[src/design/dmsp_pkg.sv]
// ----------------------------------------------------------------------------
// dmsp_pkg
// shared types, register indexes, reset values and helpers for the debounced
// mode selector with pwm output
// ----------------------------------------------------------------------------
package dmsp_pkg;

   localparam int CsrDataWidth  = 36;
   localparam int CsrIndexWidth = 3;

   // register indexes on the csr port
   localparam logic [CsrIndexWidth-1:0] CSR_TICK_PERIOD    = 3'd0;
   localparam logic [CsrIndexWidth-1:0] CSR_DUTY_WORDS     = 3'd1;
   localparam logic [CsrIndexWidth-1:0] CSR_DEBOUNCE_COUNT = 3'd2;
   localparam logic [CsrIndexWidth-1:0] CSR_RELEASE_GUARD  = 3'd3;
   localparam logic [CsrIndexWidth-1:0] CSR_SETTLE_MS      = 3'd4;
   localparam logic [CsrIndexWidth-1:0] CSR_BOOT_STEP_MS   = 3'd5;
   localparam logic [CsrIndexWidth-1:0] CSR_BOOT_GAP_MS    = 3'd6;

   // register reset values
   localparam logic [5:0]  TICK_PERIOD_RESET    = 6'd50;
   localparam logic [35:0] DUTY_WORDS_RESET     = 36'd48929514048;
   localparam logic [7:0]  DEBOUNCE_COUNT_RESET = 8'd30;
   localparam logic [9:0]  RELEASE_GUARD_RESET  = 10'd500;
   localparam logic [7:0]  SETTLE_MS_RESET      = 8'd20;
   localparam logic [7:0]  BOOT_STEP_MS_RESET   = 8'd120;
   localparam logic [7:0]  BOOT_GAP_MS_RESET    = 8'd150;

   // mode code meaning no button pressed
   localparam logic [2:0] BUTTON_NONE = 3'd7;
   localparam logic [5:0] LEDS_DARK   = 6'h3F;

   typedef struct packed {
      logic [5:0]  tick_period;
      logic [35:0] duty_words;
      logic [7:0]  debounce_count;
      logic [9:0]  release_guard_ms;
      logic [7:0]  settle_ms;
      logic [7:0]  boot_step_ms;
      logic [7:0]  boot_gap_ms;
   } cfg_type;

   typedef struct packed {
      logic       pwm_level;
      logic [5:0] led_drive_n;
      logic [2:0] current_mode;
      logic [1:0] phase;
   } rsp_type;

   // active-low drive with only the led of the given mode lit
   function automatic logic [5:0] one_led(input logic [2:0] mode);
      logic [7:0] onehot;
      onehot = 8'd1 << mode;
      return ~onehot[5:0];
   endfunction

   // duty of a mode from the packed duty word, mode codes wrap every six
   function automatic logic [5:0] duty_of(input logic [35:0] words, input logic [2:0] mode);
      logic [5:0] duty;
      case (mode)
         3'd0:    duty = words[5:0];
         3'd1:    duty = words[11:6];
         3'd2:    duty = words[17:12];
         3'd3:    duty = words[23:18];
         3'd4:    duty = words[29:24];
         3'd5:    duty = words[35:30];
         3'd6:    duty = words[5:0];
         default: duty = words[11:6];
      endcase
      return duty;
   endfunction

endpackage

[src/design/dmsp_core.sv]
// ----------------------------------------------------------------------------
// dmsp_core
// pwm counter, millisecond sequencer and button debounce; one tick per advance
// ----------------------------------------------------------------------------
module dmsp_core #(
   parameter int NUM_MODES = 6
) (
   input  logic              clock,
   input  logic              reset,
   input  logic              advance,
   input  logic [5:0]        buttons_n,
   input  dmsp_pkg::cfg_type cfg,
   output dmsp_pkg::rsp_type result
);

   typedef enum logic [1:0] {
      PH_BOOT   = 2'd0,
      PH_RUN    = 2'd1,
      PH_WAIT   = 2'd2,
      PH_SETTLE = 2'd3
   } phase_type;

   localparam logic [2:0] LastBoot = 3'(NUM_MODES);

   logic [5:0] pwm_count_ff,   pwm_count_in;
   logic [5:0] active_duty_ff, active_duty_in;
   phase_type  phase_ff,       phase_in;
   logic [9:0] ms_timer_ff,    ms_timer_in;
   logic [2:0] boot_index_ff,  boot_index_in;
   logic [2:0] mode_ff,        mode_in;
   logic [2:0] candidate_ff,   candidate_in;
   logic [7:0] hold_ff,        hold_in;
   logic [5:0] led_ff,         led_in;

   logic [2:0] button;
   logic [6:0] count_inc;
   logic [9:0] timer_inc;
   logic [7:0] hold_inc;
   logic [7:0] boot_limit;
   logic [5:0] leds;

   // lowest pressed button among the mode buttons
   always_comb begin
      button = dmsp_pkg::BUTTON_NONE;
      for (int i = NUM_MODES - 1; i >= 0; i--) begin
         if (!buttons_n[i]) begin
            button = 3'(i);
         end
      end
   end

   assign count_inc  = {1'b0, pwm_count_ff} + 7'd1;
   assign timer_inc  = ms_timer_ff + 10'd1;
   assign hold_inc   = (hold_ff == 8'hFF) ? hold_ff : hold_ff + 8'd1;
   assign boot_limit = (boot_index_ff < LastBoot) ? cfg.boot_step_ms : cfg.boot_gap_ms;

   always_comb begin
      pwm_count_in   = pwm_count_ff;
      active_duty_in = active_duty_ff;
      phase_in       = phase_ff;
      ms_timer_in    = ms_timer_ff;
      boot_index_in  = boot_index_ff;
      mode_in        = mode_ff;
      candidate_in   = candidate_ff;
      hold_in        = hold_ff;
      led_in         = led_ff;

      if (count_inc >= {1'b0, cfg.tick_period}) begin
         // counter wrap: one millisecond step
         pwm_count_in = '0;
         case (phase_ff)
            PH_BOOT: begin
               ms_timer_in = timer_inc;
               if (timer_inc >= {2'b00, boot_limit}) begin
                  ms_timer_in = '0;
                  if (boot_index_ff < LastBoot) begin
                     boot_index_in = boot_index_ff + 3'd1;
                  end else begin
                     phase_in     = PH_RUN;
                     mode_in      = '0;
                     led_in       = dmsp_pkg::one_led(3'd0);
                     candidate_in = dmsp_pkg::BUTTON_NONE;
                     hold_in      = '0;
                  end
               end
            end
            PH_RUN: begin
               if (button != dmsp_pkg::BUTTON_NONE && button != mode_ff) begin
                  if (button == candidate_ff) begin
                     hold_in = hold_inc;
                     if (hold_inc >= cfg.debounce_count) begin
                        mode_in        = button;
                        active_duty_in = dmsp_pkg::duty_of(cfg.duty_words, button);
                        led_in         = dmsp_pkg::one_led(button);
                        hold_in        = '0;
                        phase_in       = PH_WAIT;
                        ms_timer_in    = '0;
                     end
                  end else begin
                     candidate_in = button;
                     hold_in      = 8'd1;
                  end
               end else begin
                  candidate_in = dmsp_pkg::BUTTON_NONE;
                  hold_in      = '0;
               end
            end
            PH_WAIT: begin
               if (button == dmsp_pkg::BUTTON_NONE ||
                   ms_timer_ff >= cfg.release_guard_ms) begin
                  phase_in    = PH_SETTLE;
                  ms_timer_in = '0;
               end else begin
                  ms_timer_in = timer_inc;
               end
            end
            default: begin
               ms_timer_in = timer_inc;
               if (timer_inc >= {2'b00, cfg.settle_ms}) begin
                  phase_in    = PH_RUN;
                  ms_timer_in = '0;
               end
            end
         endcase
      end else begin
         pwm_count_in = count_inc[5:0];
      end
   end

   // result shows the state after this tick
   always_comb begin
      if (phase_in == PH_BOOT) begin
         leds = (boot_index_in < LastBoot) ? dmsp_pkg::one_led(boot_index_in)
                                           : dmsp_pkg::LEDS_DARK;
      end else begin
         leds = led_in;
      end
      result.pwm_level    = (pwm_count_in < active_duty_in);
      result.led_drive_n  = leds;
      result.current_mode = mode_in;
      result.phase        = phase_in;
   end

   always_ff @(posedge clock) begin
      if (reset) begin
         pwm_count_ff   <= '0;
         active_duty_ff <= dmsp_pkg::DUTY_WORDS_RESET[5:0];
         phase_ff       <= PH_BOOT;
         ms_timer_ff    <= '0;
         boot_index_ff  <= '0;
         mode_ff        <= '0;
         candidate_ff   <= dmsp_pkg::BUTTON_NONE;
         hold_ff        <= '0;
         led_ff         <= dmsp_pkg::LEDS_DARK;
      end else if (advance) begin
         pwm_count_ff   <= pwm_count_in;
         active_duty_ff <= active_duty_in;
         phase_ff       <= phase_in;
         ms_timer_ff    <= ms_timer_in;
         boot_index_ff  <= boot_index_in;
         mode_ff        <= mode_in;
         candidate_ff   <= candidate_in;
         hold_ff        <= hold_in;
         led_ff         <= led_in;
      end
   end

`ifndef SYNTHESIS
   a_boot_mode_zero: assert property (@(posedge clock) disable iff (reset)
      phase_ff == PH_BOOT |-> mode_ff == 3'd0)
      else $error("mode changed during boot scan");

   a_led_follows_mode: assert property (@(posedge clock) disable iff (reset)
      phase_ff != PH_BOOT |-> led_ff == dmsp_pkg::one_led(mode_ff))
      else $error("led drive out of step with mode");

   a_mode_in_range: assert property (@(posedge clock) disable iff (reset)
      mode_ff < 3'(NUM_MODES))
      else $error("mode out of range");
`endif

endmodule

[src/design/debounced_mode_selector_pwm.sv]
// ----------------------------------------------------------------------------
// debounced_mode_selector_pwm
// Debounced radio-button mode selector with a pwm level output. Each request
// is one pwm tick carrying the six active-low button levels; each response is
// the pwm level, active-low led drives, current mode and phase after that
// tick. A request passes an input register and the tick logic into a response
// register; the input register holds it until the response register is free
// or being drained, and a new request is taken every cycle while responses
// are drained. The limit of one tick per cycle is set by the single state
// update in the tick logic.
// Configuration writes are taken at any time but belong to idle periods; a
// new duty word only takes effect at the next mode change.
// ----------------------------------------------------------------------------
module debounced_mode_selector_pwm #(
   parameter int NUM_MODES = 6
) (
   input  logic                               clock,
   input  logic                               reset,
   // requests
   input  logic                               req_valid,
   output logic                               req_ready,
   input  logic [5:0]                         req_buttons_n,
   // responses
   output logic                               rsp_valid,
   input  logic                               rsp_ready,
   output logic                               rsp_pwm_level,
   output logic [5:0]                         rsp_led_drive_n,
   output logic [2:0]                         rsp_current_mode,
   output logic [1:0]                         rsp_phase,
   // configuration writes
   input  logic                               csr_write_en,
   input  logic [dmsp_pkg::CsrIndexWidth-1:0] csr_index,
   input  logic [dmsp_pkg::CsrDataWidth-1:0]  csr_data
);

   dmsp_pkg::cfg_type cfg_ff;

   logic              in_valid_ff;
   logic [5:0]        in_buttons_ff;
   logic              out_valid_ff;
   dmsp_pkg::rsp_type out_ff;
   dmsp_pkg::rsp_type tick_result;
   logic              advance;

   // configuration registers
   always_ff @(posedge clock) begin
      if (reset) begin
         cfg_ff.tick_period      <= dmsp_pkg::TICK_PERIOD_RESET;
         cfg_ff.duty_words       <= dmsp_pkg::DUTY_WORDS_RESET;
         cfg_ff.debounce_count   <= dmsp_pkg::DEBOUNCE_COUNT_RESET;
         cfg_ff.release_guard_ms <= dmsp_pkg::RELEASE_GUARD_RESET;
         cfg_ff.settle_ms        <= dmsp_pkg::SETTLE_MS_RESET;
         cfg_ff.boot_step_ms     <= dmsp_pkg::BOOT_STEP_MS_RESET;
         cfg_ff.boot_gap_ms      <= dmsp_pkg::BOOT_GAP_MS_RESET;
      end else if (csr_write_en) begin
         case (csr_index)
            dmsp_pkg::CSR_TICK_PERIOD:    cfg_ff.tick_period      <= csr_data[5:0];
            dmsp_pkg::CSR_DUTY_WORDS:     cfg_ff.duty_words       <= csr_data[35:0];
            dmsp_pkg::CSR_DEBOUNCE_COUNT: cfg_ff.debounce_count   <= csr_data[7:0];
            dmsp_pkg::CSR_RELEASE_GUARD:  cfg_ff.release_guard_ms <= csr_data[9:0];
            dmsp_pkg::CSR_SETTLE_MS:      cfg_ff.settle_ms        <= csr_data[7:0];
            dmsp_pkg::CSR_BOOT_STEP_MS:   cfg_ff.boot_step_ms     <= csr_data[7:0];
            dmsp_pkg::CSR_BOOT_GAP_MS:    cfg_ff.boot_gap_ms      <= csr_data[7:0];
            default: ;
         endcase
      end
   end

   // tick moves from the input register to the response register when the
   // response slot is empty or being drained this cycle
   assign advance   = in_valid_ff && (!out_valid_ff || rsp_ready);
   assign req_ready = !in_valid_ff || advance;

   always_ff @(posedge clock) begin
      if (reset) begin
         in_valid_ff <= 1'b0;
      end else if (req_ready) begin
         in_valid_ff <= req_valid;
      end
   end

   always_ff @(posedge clock) begin
      if (req_valid && req_ready) begin
         in_buttons_ff <= req_buttons_n;
      end
   end

   dmsp_core #(
      .NUM_MODES (NUM_MODES)
   ) u_core (
      .clock     (clock),
      .reset     (reset),
      .advance   (advance),
      .buttons_n (in_buttons_ff),
      .cfg       (cfg_ff),
      .result    (tick_result)
   );

   // response register
   always_ff @(posedge clock) begin
      if (reset) begin
         out_valid_ff <= 1'b0;
      end else if (advance) begin
         out_valid_ff <= 1'b1;
      end else if (rsp_ready) begin
         out_valid_ff <= 1'b0;
      end
   end

   always_ff @(posedge clock) begin
      if (advance) begin
         out_ff <= tick_result;
      end
   end

   assign rsp_valid        = out_valid_ff;
   assign rsp_pwm_level    = out_ff.pwm_level;
   assign rsp_led_drive_n  = out_ff.led_drive_n;
   assign rsp_current_mode = out_ff.current_mode;
   assign rsp_phase        = out_ff.phase;

`ifndef SYNTHESIS
   a_ready_when_drained: assert property (@(posedge clock) disable iff (reset)
      !in_valid_ff |-> req_ready)
      else $error("request refused with empty input register");

   a_request_captured: assert property (@(posedge clock) disable iff (reset)
      req_valid && req_ready |=> in_valid_ff)
      else $error("accepted request lost");

   a_tick_delivered: assert property (@(posedge clock) disable iff (reset)
      advance |=> out_valid_ff)
      else $error("tick result not held for response");

   a_stall_holds_tick: assert property (@(posedge clock) disable iff (reset)
      in_valid_ff && out_valid_ff && !rsp_ready |=> in_valid_ff && $stable(in_buttons_ff))
      else $error("pending tick dropped during stall");
`endif

endmodule
[config.mk]
export PLATFORM = sky130hd
export DESIGN_NAME = debounced_mode_selector_pwm
export DESIGN_NICKNAME = d
export VERILOG_FILES = /design/src/design/dmsp_pkg.sv /design/src/design/dmsp_core.sv /design/src/design/debounced_mode_selector_pwm.sv
export SDC_FILE = /design/constraint.sdc
export NUM_CORES = 1
export LEC_CHECK = 0
export ABC_AREA = 1
export BUFFER_PORTS_ARGS = -buffer_cell sky130_fd_sc_hd__buf_2
export CORE_UTILIZATION = 40
export CTS_BUF_LIST = sky130_fd_sc_hd__clkbuf_2 sky130_fd_sc_hd__clkbuf_4 sky130_fd_sc_hd__clkbuf_8
export DETAILED_ROUTE_END_ITERATION = 8
export PLACE_DENSITY = 0.59
export SLEW_MARGIN = 25
export SYNTH_ARGS = -nofsm -noshare
export SYNTH_HDL_FRONTEND = slang
export SYNTH_SLANG_ARGS = --single-unit
[constraint.sdc]
create_clock -name clock -period 4.7 [get_ports clock]
set_clock_uncertainty 0.05 [all_clocks]
set_input_delay 0.94 -clock clock [delete_from_list [all_inputs] [get_ports clock]]
set_output_delay 0.94 -clock clock [all_outputs]
set_load 0.005 [all_outputs]
[Word level (Yosys, flattened, before mapping)]
Index checks and enable logic that the tools add are counted.
Cells by class
  $add $sub $neg: 4
  order comparisons: 8
  equal/unequal tests: 24
  shift operators: 2
  multiplexer cells: 64
  bitwise operators: 2
  reductions and logical operators: 25
Operators by type and width (number)
  two-way mux 6 bit: 14
  two-way mux 10 bit: 6
  two-way mux 8 bit: 7
  two-way mux 3 bit: 18
  one-hot mux 10 bit (3 select lines): 1
  one-hot mux 6 bit (5 select lines): 1
  == test 3 bit, second input constant: 7
  greater-or-equal comparator 10 x 8 -> 1 bit: 2
  two-way mux 2 bit: 10
  one-hot mux 8 bit (2 select lines): 1
  AND reduction 2 bit: 7
  == test 3 x 2 -> 1 bit, second input constant: 4
  inverter 6 bit: 2
  one-hot mux 3 bit (2 select lines): 2
  one-hot mux 6 bit (2 select lines): 1
  left shift 1 x 3 -> 6 bit, first input constant: 2
  adder 10 x 1 -> 10 bit, second input constant: 1
  greater-or-equal comparator 10 bit: 1
  AND reduction 5 bit: 2
  adder 8 x 1 -> 8 bit, second input constant: 1
  == test 8 bit, second input constant: 1
  greater-or-equal comparator 8 bit: 1
  inequality test 2 x 1 -> 1 bit, second input constant: 4
  adder 6 x 1 -> 7 bit, second input constant: 1
  other kinds (21): 32
Word-level totals
  bits in registers: 151

[Longest topological paths before layout]
  word-level depth: 15
  mapped depth: 26
  gate-level depth less buffers: 25

[Cells and area by module]
From an unflattened synthesis, not the netlist that was laid out.
Unflattened totals
  cell total of the unflattened synthesis: 1244
  area total of the unflattened synthesis: 8546.9 sq um
By module, submodules not included
  dmsp_core: times used 1, cells an instance 757, area each 4652.0 sq um, sequential area each 940.9 sq um
  debounced_mode_selector_pwm: times used 1, cells an instance 487, area each 3895.0 sq um, sequential area each 2262.2 sq um

[Worst setup path before layout]
Ideal clock, no wire load.
  path type: register to register
  start: reg u_core.hold_ff[0]
  end: reg out_ff (netlist bit rsp_pwm_level) (data pin)
  library setup time: 0.259 ns
  data arrival time: 3.169 ns
  setup slack: 1.223 ns
  cell stages (with the launch flop): 24
  path buffers: 1
  clock period less this slack: 3.477 ns
  cells stage by stage: dfxtp_1 ha_1 nand2_1 nor3_1 nand3_1 nand4_1 xnor2_1 ha_1 nand2_1 nor2_1 nand4_1 nand3_1 inv_1 nor2_1 nand2_1 nor2_2 buf_4 o221ai_2 nand2_1 inv_1 ha_1 nand2_1 o21ai_0 a21oi_1
RTL lines
  start, declared: RTL line dmsp_core.sv:32  | logic [7:0] hold_ff, hold_in;
  start signal, assigned: RTL line dmsp_core.sv:163  | hold_ff <= hold_in;
  end signal, assigned: RTL line debounced_mode_selector_pwm.sv:112  | out_ff <= tick_result;
  end, declared: RTL line debounced_mode_selector_pwm.sv:41  | dmsp_pkg::rsp_type out_ff;

==> flow_results.xml <==
<?xml version="1.0" encoding="UTF-8"?>
<metrics>
  <group name="grt">
    <metric name="grt_first_pass_wirelength" unit="mm">34.7</metric>
    <metric name="busiest_layer" unit="">met2</metric>
    <metric name="groute.layer.met3.usage" unit="%">3.48</metric>
    <metric name="grt_use_total" unit="%">21.7</metric>
    <metric name="overflow" unit="">0</metric>
    <metric name="global_route.usage.met2" unit="%">34.9</metric>
    <metric name="number_of_global_route_vias_before_repair" unit="">6793</metric>
    <metric name="grt_max_degree" unit="">56</metric>
    <metric name="grt_antenna_before_repair" unit="">0</metric>
    <metric name="met1_usage" unit="%">30.6</metric>
  </group>
  <group name="drt">
    <metric name="detail-route-antenna-nets" unit="">0</metric>
    <metric name="route.detailed.drc" unit="">0</metric>
    <metric name="drt-total-wl" unit="mm">21.2</metric>
    <metric name="detail_routed_via_count_per_cell" unit="">4.99</metric>
    <metric name="drt-pass1-iter-count" unit="">8</metric>
    <metric name="detail_route.wl_per_cell" unit="microns">14.5</metric>
    <metric name="drt_first_iter_violations" unit="">439</metric>
    <metric name="num_vias" unit="">7300</metric>
  </group>
  <group name="synth">
    <metric name="syn-num-nets" unit="">1228</metric>
    <metric name="yosys_warnings" unit="">0</metric>
    <metric name="synth_edf_count" unit="">18</metric>
    <metric name="syn_avg_cell_area" unit="sq um">7.17</metric>
    <metric name="synth_area_leaders" unit="">sky130_fd_sc_hd__dfxtp_1 (33%), sky130_fd_sc_hd__nand2_1 (12%), sky130_fd_sc_hd__ha_1 (7.6%)</metric>
    <metric name="post_synth_instance_area" unit="sq um">8090</metric>
    <metric name="yosys.area.top_type_share" unit="%">32.9</metric>
    <metric name="synth_cell_type_count" unit="">41</metric>
    <metric name="synth-seq-cells" unit="">151</metric>
    <metric name="synth_seq_area_share" unit="%">39.6</metric>
    <metric name="synthDominantAreaCellType" unit="">sky130_fd_sc_hd__dfxtp_1</metric>
    <metric name="post_synth_inst_count" unit="">1129</metric>
    <metric name="most_used_flip_flop_cell_after_synthesis" unit="">sky130_fd_sc_hd__dfxtp_1</metric>
    <metric name="async_sr_flop_fraction" unit="%">0</metric>
  </group>
  <group name="die">
    <metric name="initial_core_utilization" unit="%">41.2</metric>
    <metric name="design.core.area" unit="sq um">19700</metric>
    <metric name="ios" unit="">64</metric>
    <metric name="row_count" unit="">51</metric>
    <metric name="design.die.area" unit="sq um">20800</metric>
    <metric name="die_height" unit="microns">144</metric>
    <metric name="dieWidth" unit="microns">144</metric>
  </group>
  <group name="setup_path">
    <metric name="startpoint" unit="">u_core.hold_ff[0]</metric>
    <metric name="critPathMaxStageDelay" unit="ps">400</metric>
    <metric name="setup.worst_path.start_class" unit="">flip-flop</metric>
    <metric name="worstSetupEndpointType" unit="">flip-flop</metric>
    <metric name="worstSetupPathType" unit="">reg2reg</metric>
    <metric name="critical_path.cell_chain" unit="">ha_1 -&gt; nand2_1 -&gt; nor3_1 -&gt; nand3_1 -&gt; nand4_1 -&gt; xnor2_1 -&gt; ha_1 -&gt; nand2_1 -&gt; nor2_1 -&gt; nand4_1 -&gt; nand3_1 -&gt; inv_1 -&gt; nor2_1 -&gt; nand2_1 -&gt; nor2_2 -&gt; o221ai_2 -&gt; nand2_1 -&gt; inv_1 -&gt; ha_1 -&gt; nand2_1 -&gt; o21ai_0 -&gt; a21oi_1</metric>
    <metric name="critPathMaxFanout" unit="">12</metric>
    <metric name="cpMaxStageDelayCell" unit="">sky130_fd_sc_hd__nor2_2</metric>
    <metric name="arrival" unit="ps">4280</metric>
    <metric name="path_common_cell" unit="">sky130_fd_sc_hd__nand2_1</metric>
    <metric name="worstRegToRegCells" unit="">22</metric>
    <metric name="timing.rr.start" unit="">u_core.hold_ff[0]</metric>
    <metric name="required" unit="ps">4860</metric>
  </group>
  <group name="clock_tree">
    <metric name="clock_tree_from_tritoncts" unit="">built</metric>
    <metric name="cts_hold_repair.buffers" unit="">0</metric>
    <metric name="tritoncts.num_buffers" unit="">17</metric>
    <metric name="setup_fix_bufs_post_cts" unit="">0</metric>
    <metric name="cts_repair_resize_count" unit="">0</metric>
    <metric name="clock-root-buffer" unit="">sky130_fd_sc_hd__clkbuf_8</metric>
    <metric name="clock_sink_count" unit="">151</metric>
    <metric name="worstSkewPairLatency" unit="ps">460</metric>
    <metric name="cts-root-to-sink-buffers" unit="">2</metric>
    <metric name="cts-htree-levels" unit="">4</metric>
    <metric name="path_clk_slew" unit="ps">90</metric>
  </group>
  <group name="pwr">
    <metric name="vdd_ir_drop_max" unit="mV">0.179</metric>
    <metric name="power.static_leakage" unit="nW">4.45</metric>
    <metric name="power_per_cell_area" unit="nW/um^2">313</metric>
    <metric name="report.power.total" unit="mW">2.85</metric>
  </group>
  <group name="cells_and_area">
    <metric name="drive_gt1_share" unit="%">11.9</metric>
    <metric name="layout_commonest_cell" unit="">sky130_fd_sc_hd__nand2_1</metric>
    <metric name="final_layout_net_count" unit="">1285</metric>
    <metric name="layout-area-overhead-vs-synth" unit="%">12.8</metric>
    <metric name="antenna-diode-count" unit="">0</metric>
    <metric name="layout.cells.most_common_list" unit="">sky130_fd_sc_hd__nand2_1 (263), sky130_fd_sc_hd__inv_1 (134), sky130_fd_sc_hd__dfxtp_1 (133)</metric>
    <metric name="final.fill_count" unit="">2064</metric>
  </group>
  <group name="placement">
    <metric name="hpwlAfterDp" unit="mm">15.2</metric>
    <metric name="gp_congestion" unit="">0.841</metric>
    <metric name="placement.io_buffers" unit="">63</metric>
  </group>
  <group name="timing">
    <metric name="grt_setup_unrepaired" unit="">false</metric>
    <metric name="finalSetupTns" unit="ps">0</metric>
    <metric name="finalHoldWorstSlack" unit="ps">410</metric>
    <metric name="finalHoldViolCount" unit="">0</metric>
    <metric name="drv_slew" unit="">0</metric>
    <metric name="max_slew_margin" unit="%">30.2</metric>
    <metric name="finalSetupViolCount" unit="">0</metric>
    <metric name="period_share" unit="%">87.7</metric>
    <metric name="achievable-frequency" unit="MHz">243</metric>
    <metric name="tightestPinTransition" unit="ps">1040</metric>
    <metric name="min_period" unit="ps">4120</metric>
  </group>
  <group name="worst_hold_path">
    <metric name="hp-start" unit="">cfg_ff[62]</metric>
    <metric name="timing.hold.worst.class" unit="">reg2reg</metric>
    <metric name="min_delay_path_depth" unit="">2</metric>
  </group>
  <group name="flow_run">
    <metric name="drv.max_cap_violation_count" unit="">0</metric>
  </group>
  <group name="status">
    <metric name="run_status" unit="">finished clean</metric>
  </group>
</metrics>
## where the power goes
group / leakage, nW / switching [mW] / internal (mW)
clock network: 0.236 / 0.519 / 0.668
registers: 1.25 / 0.0252 / 1.35
logic: 2.96 / 0.190 / 0.0957
## final timing paths
kind / end / slack [ps]
setup / recovery: rsp_pwm_level / 580
hold / removal: cfg_ff[62] / 410
setup reg to reg: rsp_pwm_level / 580
hold reg to reg: cfg_ff[62] / 410
## stage by stage
stage               utilization, %  area, sq um  cells  setup slack (ps)
detailed placement            44.1         8660   1432               613
finish                        46.4         9130   1464               579
floorplan                        -         8090   1129              1220
global placement              44.1         8660   1432               741
CTS                           46.4         9130   1464               597
global route                  46.4         9130   1464              76.5
## cells by family after synthesis
family,after synthesis,share of synthesized area [%]
flops,151,39.6
mux,7,0.866
simple gates,525,27.7
xor+xnor,15,1.62
buf+inv,173,8.26
fa+ha+maj,49,7.58
compound gates,209,14.4
## cells in the mapped netlist, types with 3 or more instances
library cell,number
sky130_fd_sc_hd__nor2_2,8
sky130_fd_sc_hd__edfxtp_1,18
sky130_fd_sc_hd__clkbuf_1,27
sky130_fd_sc_hd__xnor2_1,4
sky130_fd_sc_hd__nand3_1,74
sky130_fd_sc_hd__mux2i_1,7
sky130_fd_sc_hd__nand3b_1,3
sky130_fd_sc_hd__a21oi_1,81
sky130_fd_sc_hd__nand4_1,20
sky130_fd_sc_hd__o21ai_0,87
sky130_fd_sc_hd__xor2_1,11
sky130_fd_sc_hd__ha_1,49
sky130_fd_sc_hd__nand2_2,11
sky130_fd_sc_hd__dfxtp_1,133
sky130_fd_sc_hd__a21boi_0,3
sky130_fd_sc_hd__o211ai_1,22
sky130_fd_sc_hd__inv_1,134
sky130_fd_sc_hd__nor3_1,7
sky130_fd_sc_hd__nor2_4,3
sky130_fd_sc_hd__a211oi_1,5
sky130_fd_sc_hd__inv_2,5
sky130_fd_sc_hd__nor2_1,128
sky130_fd_sc_hd__nand2_1,263
## sequential cells by signal (all words and copies together), names as in the netlist
register	flops
cfg_ff	84
rsp_led_drive_n	6
u_core.led_ff	6
rsp_phase	2
rsp_current_mode	3
in_buttons_ff	6
u_core.ms_timer_ff	10
u_core.phase_ff	2
u_core.hold_ff	8
u_core.boot_index_ff	3
u_core.mode_ff	3
rsp_pwm_level	1
rsp_valid	1
u_core.active_duty_ff	6
in_valid_ff	1
u_core.pwm_count_ff	6
u_core.candidate_ff	3
## worst max-delay path, delay by kind of cell, from the launching register on
kind            cells  cell delay (ps)
xor+xnor            1              100
buf+inv             2              100
simple gates       13             2060
flops               1              390
fa+ha+maj           3              770
compound gates      3              420
## final cells by class
type	instances	area [sq um]	share of cell area (%)
timing repair buffer	71	375	4.11
inverter	140	528	5.79
sequential	151	3200	35.1
multi-input combinational	805	4220	46.3
tap	265	332	3.63
clock inverter	11	195	2.14
clock buffer	21	270	2.96
## layer usage
metal | up-vias | share of wire [%] | wire, microns
li1 | 3812 | - | -
met1 | 3310 | 51 | 10800
met2 | 161 | 45 | 9460
met3 | 17 | 4.0 | 845
met4 | 0 | 0.82 | 174
met5 | - | 0 | 0
No activity file was read; power rests on OpenSTA's default activity.
